**config.mk**
```make
export PLATFORM = sky130hd
export DESIGN_NAME = scancode_to_ascii_fifo
export DESIGN_NICKNAME = d
export VERILOG_FILES = /design/src/sc2a_pkg.sv /design/src/sc2a_ram.sv /design/src/scancode_to_ascii_fifo.sv
export SDC_FILE = /design/constraint.sdc
export NUM_CORES = 2
export LEC_CHECK = 0
export BUFFER_PORTS_ARGS = -buffer_cell sky130_fd_sc_hd__buf_2
export CORE_AREA = 2 2 454 501
export DETAILED_ROUTE_END_ITERATION = 6
export DIE_AREA = 0 0 456 503
export PLACE_DENSITY = 0.71
export RECOVER_POWER = 25
export SKIP_CTS_REPAIR_TIMING = 1
export SYNTH_ARGS = -nofsm -noshare
export SYNTH_HDL_FRONTEND = slang
export SYNTH_SLANG_ARGS = --single-unit
```
**constraint.sdc**
```tcl
create_clock -name clk_i -period 7.2 [get_ports clk_i]
set_clock_uncertainty 0.1 [all_clocks]
set_input_delay 0.72 -clock clk_i [delete_from_list [all_inputs] [get_ports clk_i]]
set_output_delay 0.72 -clock clk_i [all_outputs]
set_load 0.02 [all_outputs]
```
**src/sc2a_pkg.sv**
```systemverilog
package sc2a_pkg;

  // Default ring size; the ring keeps one entry free to tell full from empty.
  localparam int unsigned FIFO_DEPTH = 64;

  // Keymap: two planes of 128 make codes, one byte each.
  localparam int unsigned KEYMAP_DEPTH = 256;
  localparam int unsigned KEYMAP_AW    = 8;
  localparam int unsigned CHAR_W       = 8;

  // Scancode set 1 values of interest.
  localparam logic [7:0] REL_BIT   = 8'h80;
  localparam logic [7:0] SC_LSHIFT = 8'h2A;
  localparam logic [7:0] SC_RSHIFT = 8'h36;
  localparam logic [7:0] SC_CAPS   = 8'h3A;
  localparam logic [7:0] NO_CHAR   = 8'h00;

  // Item commands.
  typedef enum logic [1:0] {
    CMD_SCAN = 2'd0,
    CMD_POP  = 2'd1,
    CMD_LOAD = 2'd2
  } cmd_e;

endpackage

```
**src/sc2a_ram.sv**
```systemverilog
module sc2a_ram #(
  parameter int unsigned Width = 8,
  parameter int unsigned Depth = 64
) (
  input  logic                     clk_i,
  input  logic                     we_i,
  input  logic [$clog2(Depth)-1:0] waddr_i,
  input  logic [Width-1:0]         wdata_i,
  input  logic                     re_i,
  input  logic [$clog2(Depth)-1:0] raddr_i,
  output logic [Width-1:0]         rdata_o
);

  logic [Width-1:0] mem_q [Depth];
  logic [Width-1:0] rdata_q;

  // One write port and one registered read port; a read holds its data until the next read.
  always_ff @(posedge clk_i) begin
    if (we_i) begin
      mem_q[waddr_i] <= wdata_i;
    end
    if (re_i) begin
      rdata_q <= mem_q[raddr_i];
    end
  end

  assign rdata_o = rdata_q;

endmodule

```
**src/scancode_to_ascii_fifo.sv**
```systemverilog
// Set-1 keyboard scancode decoder with a character ring.
//
// Input channel (in_valid_i / in_ready_o) carries one command per item: a
// scancode, a pop of the oldest character, or a keymap load. Output channel
// (out_valid_o / out_ready_i) returns exactly one result item per input item,
// in order: the popped character, the drop flag and the shift and caps flags.
//
// An item accepted at the input passes the stage 1 register and then the
// output register. One item per cycle is sustained while results are taken:
// the keymap RAM and the ring RAM are each read once at acceptance and the
// ring is written at most once in the second stage, where the pointers move.
//
// Reset clears the shift and caps flags, the ring pointers and the per-entry
// keymap valid bits, so every keymap entry reads as zero until it is loaded. There is no
// clearing pass; items are taken from the first cycle after reset.
//
// When the receiver stalls, the result waits in the output register and the
// second stage holds one more item; the input side then deasserts ready
// until the output register drains.
module scancode_to_ascii_fifo
  import sc2a_pkg::*;
#(
  parameter int unsigned FifoDepth = FIFO_DEPTH
) (
  input  logic       clk_i,
  input  logic       rst_ni,
  input  logic       in_valid_i,
  output logic       in_ready_o,
  input  logic [1:0] cmd_i,
  input  logic [7:0] scancode_i,
  input  logic       map_plane_i,
  input  logic [6:0] map_index_i,
  input  logic [7:0] map_char_i,
  output logic       out_valid_o,
  input  logic       out_ready_i,
  output logic       char_valid_o,
  output logic [7:0] char_value_o,
  output logic       key_dropped_o,
  output logic       shift_active_o,
  output logic       caps_active_o
);

  localparam int unsigned PtrW = $clog2(FifoDepth);

  typedef struct packed {
    cmd_e              cmd;
    logic              lookup;
    logic              kvalid;
    logic              fwd;
    logic [CHAR_W-1:0] fwd_char;
    logic              shift;
    logic              caps;
  } s1_t;

  function automatic logic [PtrW-1:0] ptr_inc(input logic [PtrW-1:0] p);
    logic [PtrW-1:0] r;
    if (p == PtrW'(FifoDepth - 1)) begin
      r = '0;
    end else begin
      r = p + 1'b1;
    end
    return r;
  endfunction

  logic                in_fire, s1_fire;
  logic                s1_v_q;
  s1_t                 s1_q, s1_d;
  logic                out_v_q;
  logic                shift_q, shift_d, caps_q, caps_d;
  logic [PtrW-1:0]     wr_ptr_q, wr_ptr_d, rd_ptr_q, rd_ptr_d, wr_nxt;
  logic [KEYMAP_DEPTH-1:0] kvld_q;
  cmd_e                cmd;
  logic                press, is_shift, is_caps;
  logic [KEYMAP_AW-1:0] km_raddr, km_waddr;
  logic                km_we;
  logic [CHAR_W-1:0]   km_rdata, ring_rdata, ch;
  logic                full, empty, has_char, push, drop, pop_ok;
  logic [CHAR_W-1:0]   pop_char;
  logic                res_valid, res_drop;
  logic [CHAR_W-1:0]   res_char;

  // Handshakes: stage 1 moves on when the output register is free or being taken.
  assign s1_fire    = s1_v_q && (!out_v_q || out_ready_i);
  assign in_ready_o = !s1_v_q || s1_fire;
  assign in_fire    = in_valid_i && in_ready_o;

  // Stage 0 decode of the arriving item.
  assign cmd      = cmd_e'(cmd_i);
  assign press    = (scancode_i & REL_BIT) == 8'h00;
  assign is_shift = (scancode_i[6:0] == SC_LSHIFT[6:0]) || (scancode_i[6:0] == SC_RSHIFT[6:0]);
  assign is_caps  = scancode_i == SC_CAPS;

  // Shift and caps flags change at acceptance, so the next item sees them at once.
  always_comb begin
    shift_d = shift_q;
    caps_d  = caps_q;
    if (in_fire && cmd == CMD_SCAN) begin
      if (press) begin
        if (is_shift) begin
          shift_d = 1'b1;
        end else if (is_caps) begin
          caps_d = ~caps_q;
        end
      end else if (is_shift) begin
        shift_d = 1'b0;
      end
    end
  end

  // Keymap access: loads write at acceptance, presses read the active plane.
  assign km_raddr = {shift_q ^ caps_q, scancode_i[6:0]};
  assign km_waddr = {map_plane_i, map_index_i};
  assign km_we    = in_fire && cmd == CMD_LOAD;

  sc2a_ram #(
    .Width (CHAR_W),
    .Depth (KEYMAP_DEPTH)
  ) u_keymap (
    .clk_i   (clk_i),
    .we_i    (km_we),
    .waddr_i (km_waddr),
    .wdata_i (map_char_i),
    .re_i    (in_fire),
    .raddr_i (km_raddr),
    .rdata_o (km_rdata)
  );

  // Stage 1: ring occupancy and the push or pop of the item held there.
  assign wr_nxt   = ptr_inc(wr_ptr_q);
  assign full     = wr_nxt == rd_ptr_q;
  assign empty    = wr_ptr_q == rd_ptr_q;
  assign ch       = s1_q.kvalid ? km_rdata : NO_CHAR;
  assign has_char = s1_v_q && s1_q.lookup && (ch != NO_CHAR);
  assign push     = has_char && !full;
  assign drop     = has_char && full;
  assign pop_ok   = s1_v_q && s1_q.cmd == CMD_POP && !empty;
  assign pop_char = s1_q.fwd ? s1_q.fwd_char : ring_rdata;

  assign wr_ptr_d = (s1_fire && push) ? wr_nxt : wr_ptr_q;
  assign rd_ptr_d = (s1_fire && pop_ok) ? ptr_inc(rd_ptr_q) : rd_ptr_q;

  // The ring is read at the pointer as it stands after stage 1; a write to
  // that same entry in this cycle is forwarded around the RAM.
  sc2a_ram #(
    .Width (CHAR_W),
    .Depth (FifoDepth)
  ) u_ring (
    .clk_i   (clk_i),
    .we_i    (s1_fire && push),
    .waddr_i (wr_ptr_q),
    .wdata_i (ch),
    .re_i    (in_fire),
    .raddr_i (rd_ptr_d),
    .rdata_o (ring_rdata)
  );

  // Stage 1 payload captured at acceptance.
  always_comb begin
    s1_d.cmd      = cmd;
    s1_d.lookup   = cmd == CMD_SCAN && press && !is_shift && !is_caps;
    s1_d.kvalid   = kvld_q[km_raddr];
    s1_d.fwd      = s1_fire && push && (wr_ptr_q == rd_ptr_d);
    s1_d.fwd_char = ch;
    s1_d.shift    = shift_d;
    s1_d.caps     = caps_d;
  end

  // Result of the item leaving stage 1.
  assign res_valid = pop_ok;
  assign res_char  = pop_ok ? pop_char : NO_CHAR;
  assign res_drop  = drop;

  // Control state.
  always_ff @(posedge clk_i or negedge rst_ni) begin
    if (!rst_ni) begin
      s1_v_q   <= 1'b0;
      out_v_q  <= 1'b0;
      shift_q  <= 1'b0;
      caps_q   <= 1'b0;
      wr_ptr_q <= '0;
      rd_ptr_q <= '0;
      kvld_q   <= '0;
    end else begin
      if (in_fire) begin
        s1_v_q <= 1'b1;
      end else if (s1_fire) begin
        s1_v_q <= 1'b0;
      end
      if (s1_fire) begin
        out_v_q <= 1'b1;
      end else if (out_ready_i) begin
        out_v_q <= 1'b0;
      end
      shift_q  <= shift_d;
      caps_q   <= caps_d;
      wr_ptr_q <= wr_ptr_d;
      rd_ptr_q <= rd_ptr_d;
      if (km_we) begin
        kvld_q[km_waddr] <= 1'b1;
      end
    end
  end

  // Payload registers of stage 1 and of the output.
  always_ff @(posedge clk_i) begin
    if (in_fire) begin
      s1_q <= s1_d;
    end
    if (s1_fire) begin
      char_valid_o   <= res_valid;
      char_value_o   <= res_char;
      key_dropped_o  <= res_drop;
      shift_active_o <= s1_q.shift;
      caps_active_o  <= s1_q.caps;
    end
  end

  assign out_valid_o = out_v_q;

endmodule
```
Yosys cells after proc, flatten, opt, wreduce, memory -nomap -nowiden
Memory sizes are Yosys's and may differ from the RTL's. A register that Yosys moved wholly into a read port is not among the register bits.
Cells that the tools add are included.

operators by class
  $add $sub $neg = 2
  order comparisons = 3
  equality and inequality tests = 10
  mux-type cells = 25
  bitwise operators = 3
  reduce and logical (&&, ||, !) cells = 31

operators by type and width
  cell                                                                    number
  256-bit bitwise OR                                                      1
  6-bit == test                                                           3
  8-bit by 9-bit < comparator with 1-bit output (second input constant)   2
  1-bit 2-to-1 mux                                                        18
  6-bit 2-to-1 mux                                                        3
  1-bit logical AND                                                       17
  8-bit 2-to-1 mux                                                        2
  7-bit by 6-bit == test with 1-bit output (second input constant)        2
  6-bit by 1-bit adder with 6-bit output (second input constant)          2
  6-bit == test (second input constant)                                   2
  1-bit binary-select mux with 8-bit select                               1
  1-bit demux with 8-bit select                                           1
  8-bit by 6-bit == test with 1-bit output (second input constant)        1
  8-bit by 1-bit >= comparator with 1-bit output (second input constant)  1
  8-bit logical NOT                                                       1
  8-bit nonzero test                                                      1
  1-bit logical NOT                                                       6
  2-bit nonzero test                                                      2
  1-bit logical OR                                                        3
  2-bit by 1-bit == test with 1-bit output (second input constant)        1
  2-bit == test (second input constant)                                   1
  2-bit logical NOT                                                       1
  1-bit NOT                                                               1
  1-bit XOR                                                               1

word-level totals
  register bits = 299
  RAM bits = 2560
  input port bits = 30
  word-level logic and storage cells = 95
  memories = 2

memory list
  memory          depth  width  rd ports  clocked after memory_dff  wr ports  line            source
  u_keymap.mem_q  256    8      1         1                         1         sc2a_ram.sv:14  logic [Width-1:0] mem_q [Depth];
  u_ring.mem_q    64     8      1         1                         1         sc2a_ram.sv:14

Depth between registers and ports, before layout
  word-level depth = 8
  depth in mapped cells = 15
  depth with buffers taken out = 11

Hierarchy
From an unflattened synthesis, not the netlist that was laid out.

second synthesis, totals
  cell total of the unflattened synthesis = 5658
  area, all modules = 113217.3 um2

modules (own cells, without submodules)
  module                  instances  cells an instance  area each (um2)  sequential area each (um2)
  sc2a_ram at u_keymap    1          3733               79636.4          61739.2
  sc2a_ram at u_ring      1          940                20246.9          15615.0
  scancode_to_ascii_fifo  1          985                13334.0          7617.3

Worst setup path after synthesis
Ideal clock, no wire load.

  path kind = input port to flip-flop
  start = input port out_ready_i
  end = memory u_keymap.mem_q[198][0], enable pin
  library setup time = 0.373 ns
  data arrival time = 3.344 ns
  data required time = 6.727 ns
  setup slack = 3.383 ns
  stages = 7
  path through = nand3b_1 > and2_1 > and3b_1 > nor3b_1 > nand3_1 > clkbuf_1 > nor2_1

between the ends
  word-level cells in the longest chain between the ends = 7

ends and longest elaborated chain
  what                                    line                           source
  from (decl)                             scancode_to_ascii_fifo.sv:35   input logic out_ready_i,
  1-bit logical OR                        scancode_to_ascii_fifo.sv:83   assign s1_fire = s1_v_q && (!out_v_q || out_ready_i);
  1-bit logical AND                       scancode_to_ascii_fifo.sv:83
  1-bit logical OR                        scancode_to_ascii_fifo.sv:84   assign in_ready_o = !s1_v_q || s1_fire;
  1-bit logical AND                       scancode_to_ascii_fifo.sv:85   assign in_fire = in_valid_i && in_ready_o;
  net in_fire                             scancode_to_ascii_fifo.sv:65   logic in_fire, s1_fire;
  1-bit logical AND                       scancode_to_ascii_fifo.sv:113  assign km_we = in_fire && cmd == CMD_LOAD;
  1-bit 2-to-1 mux                        sc2a_ram.sv:19                 if (we_i) begin
  1-bit 2-to-1 mux (implied by the code)  sc2a_ram.sv:20                 mem_q[waddr_i] <= wdata_i;
  to (decl)                               sc2a_ram.sv:14

The timed path passes the listed nets, and every way through them passes these cells.

Final worst setup path
  start = input port map_char_i[5]
  end = memory u_keymap.mem_q[15][5] (data pin)

RTL lines
  what         line                          source
  from (decl)  scancode_to_ascii_fifo.sv:33  input logic [7:0] map_char_i,

Straight into the memory's write port.

==> results.toml <==
[grt]
grt_max_degree = 186
grt_pass1_wl_mm = 378.5
grt-ovfl-total = 0
antenna_found_initial = 11
track_usage = 0.2272
grt_pass1_vias = 53350

[synthesis]
synth_warnings = 0
avgSynthCellArea_um2 = 21.71
ys_async_sr_fraction = 0.09461
synth_cell_types = 59
synth_cells = 5149
ys_dominant_reg_cell = "edfxtp_1"
yosysTopAreaCell = "edfxtp_1"
synth_edf_count = 2603
synth_top_area_frac = 0.6992
ys_seq_area_frac = 0.7601
ys_ff_latch = 2875
ys_top_cells_by_count = "edfxtp_1 (2603), mux4_2 (810), nor2_1 (348)"
synth_area_um2 = 111800
syn_nets = 5181
yosysMostFrequentCell = "edfxtp_1"
synthTopCellsByArea = "edfxtp_1 (70%), mux4_2 (16%), dfrtp_1 (6.1%), mux2i_1 (1.8%), or2_2 (1.4%)"

[critical_path]
max_stage_delay_ns = 3.18
cp_cell_sequence = "clkbuf_1, clkbuf_2"
critPathSlowestCell = "clkbuf_1"
crit_family = "buffers and inverters"
r2r_start = "wr_ptr_q[3]"
ff2ff_path_depth = 9
reg2reg_to = "u_ring.rdata_o[5]"
start_kind = "primary input"
cp.required_ns = 7.58
endpoint = "u_keymap.mem_q[15][5]"
cp.depth = 2
critPathCaptureType = "register"
arrival_ns = 5.74
path_max_fanout = 82
crit_start = "map_char_i[5]"
critPathKind = "primary input to register"
r2r_slack_ns = 2.19
path_buf_inv = 2

[clock_tree]
path_clk_slew_ns = 0.06
numClockSinks = 2875
cts_made_buffers = 298
cts_tree = "done"
root_buffer = "clkbuf_16"
cts_max_path_buffers = 4
clk_latency_ns = 0.96
htree_levels = 5

[sta]
max_freq_mhz = 186.7
period_minus_slack_ns = 5.358
fin_tns_setup_ns = 0
slew_viol_final = 1100
finalCritPeriodShare = 0.7441
rsz0062_at_grt = "no"
setup_violations = 0
maxSlewHeadroom = -2.830
finalHoldViolCount = 0
worst-slew-pin-transition_ns = 5.746

[pwr]
swShare = 0.2322
switchingPower_mw = 8.668
vdd_drop_max_uv = 355.9
pwr-share-clk = 0.401
seq_power_share = 0.496
leakagePower_nw = 41.55
p_comb_frac = 0.103
powerDensity_nw_per_um2 = 298.8
p_int_mw = 28.66

[place]
port_buffers = 43
globalplace.congestion = 0.8516
hpwlAfterDp_mm = 148.8

[final_layout]
syn_to_final_growth_pct = 11.74
fin_util = 0.5561
regArea_um2 = 84970
nNetsFinal = 5340
multiInputGateArea_um2 = 25650
n_fill_cell = 16180
drive_gt1_frac = 0.2979

[status]
violations = "capacitance limit, slew limit"
outcome = "complete, but fails checks"

[die]
core_area_um2 = 224600
row_count = 183
die_w_um = 456
io_pins = 44
initial_utilization = 0.4977
die_area_um2 = 229400
dieHeight_um = 503

[routing]
dr.pass1.iters = 6
routed_wl_mm = 259.4
vias = 52550
antenna_left = 0
routedWlPerCell_um = 30.55
drt_iter0_drc = 6723
vias_per_cell = 6.188
drc_errors = 0

[min_path]
hp-class = "primary input to register"

[flow_run]
drv_cap = 13
## how the worst min path moves through the flow
| stage | from | to | slack [ns] | cells past startpoint |
|---|---|---|---|---|
| 2_1_floorplan | s1_q[0] | caps_active_o | 0.30 | 0 |
| 3_3_place_gp | s1_q[1] | shift_active_o | 0.30 | 0 |
| 3_5_place_dp | s1_q[0] | caps_active_o | 0.31 | 0 |
| 4_1_cts | rst_ni | kvld_q[78] | -0.33 | 1 |
| 5_1_grt | out_ready_i | s1_v_q | 0.05 | 3 |
| 6_report | out_ready_i | s1_v_q | 0.04 | 3 |
## state kept, by name, summed over array words and instances, names as in the netlist
name and count:
u_ring.mem_q 512, s1_q 15, caps_active_o 1, rd_ptr_q 6, out_valid_o 1, shift_active_o 1, caps_q 1, u_keymap.rdata_o 8
char_value_o 8, char_valid_o 1, wr_ptr_q 6, kvld_q 256, u_ring.rdata_o 8, shift_q 1, s1_v_q 1, u_keymap.mem_q 2048
key_dropped_o 1
## placed cells by master (no fill, tap or decap), types with 55 or more instances in the layout
| cell | netlist | routed |
|---|---|---|
| edfxtp_1 | 2603 | 2603 |
| mux4_2 | 810 | 810 |
| nor2_1 | 348 | 348 |
| clkbuf_16 | 0 | 305 |
| dfrtp_1 | 272 | 272 |
| or2_2 | 257 | 257 |
| mux2i_1 | 201 | 201 |
| nand2_1 | 96 | 87 |
| clkbuf_1 | 143 | 83 |
| buf_4 | 17 | 55 |
## stage by stage
stage | hold WS, ns | worst slack [ns] | power, mW | cell area [um2] | instances
final | 0.04354 | 1.842 | 37.33 | 124900 | 8491
after global placement | 0.3038 | 2.172 | 22.67 | 115500 | 7962
after floorplan | 0.3003 | 3.383 | 21.48 | 111800 | 5149
after global routing | 0.04976 | 1.164 | 38.38 | 124900 | 8488
after detailed placement | 0.3065 | 2.110 | 22.71 | 115600 | 7962
after CTS | -0.3262 | 2.270 | 37.51 | 124900 | 8480
## worst register-to-register path, cell delays in order (launching register included)
cell and delay, ns:
dfrtp_1 0.79, xnor2_1 0.19, nand4_1 0.32, o21a_1 0.38, mux2i_4 0.85, buf_12 0.43
mux2_2 0.42, a22o_1 0.24, nor4_1 0.76, and3_1 0.36
## power groups by stage
stage,logic (mW),registers [mW],clock network [mW]
floorplan,2.71,18.8,0
CTS,3.88,18.5,15.1
global route,4.08,18.5,15.8
global placement,3.82,18.8,0
detailed placement,3.87,18.8,0
finish,3.85,18.5,15.0
## kinds of logic (layout without fill, tap and decap cells)
kind of cell / after synthesis / in the layout / synth area share
AOI/OAI and AO/OA: 105 / 105 / 0.006793
xor gates and xnor gates: 22 / 22 / 0.001959
adders and majority gates: 2 / 2 / 0.0002238
buffers and inverters: 281 / 658 / 0.01133
DFF: 2875 / 2875 / 0.7601
muxes: 1027 / 1027 / 0.1829
other: 0 / 5 / 0
and+or+nand+nor: 837 / 837 / 0.03676
## area by class of cell
cell class / instances / share of cell area
clock inverter: 118 / 0.009355
sequential: 2875 / 0.6802
antenna: 5 / 0.0001002
multi-input combinational: 1993 / 0.2053
timing repair buffer: 128 / 0.009285
clock buffer: 400 / 0.06572
tap: 2960 / 0.02965
inverter: 12 / 0.0003706
## per-layer routing
layer	vias up	track usage	share of wire
met5	-	0	0.00010
met3	442	0.03901	0.078
met4	4	0.07667	0.033
met2	2439	0.3759	0.50
li1	21510	-	-
met1	28150	0.3094	0.39
Note: power is estimated with default switching activity, not from simulation.
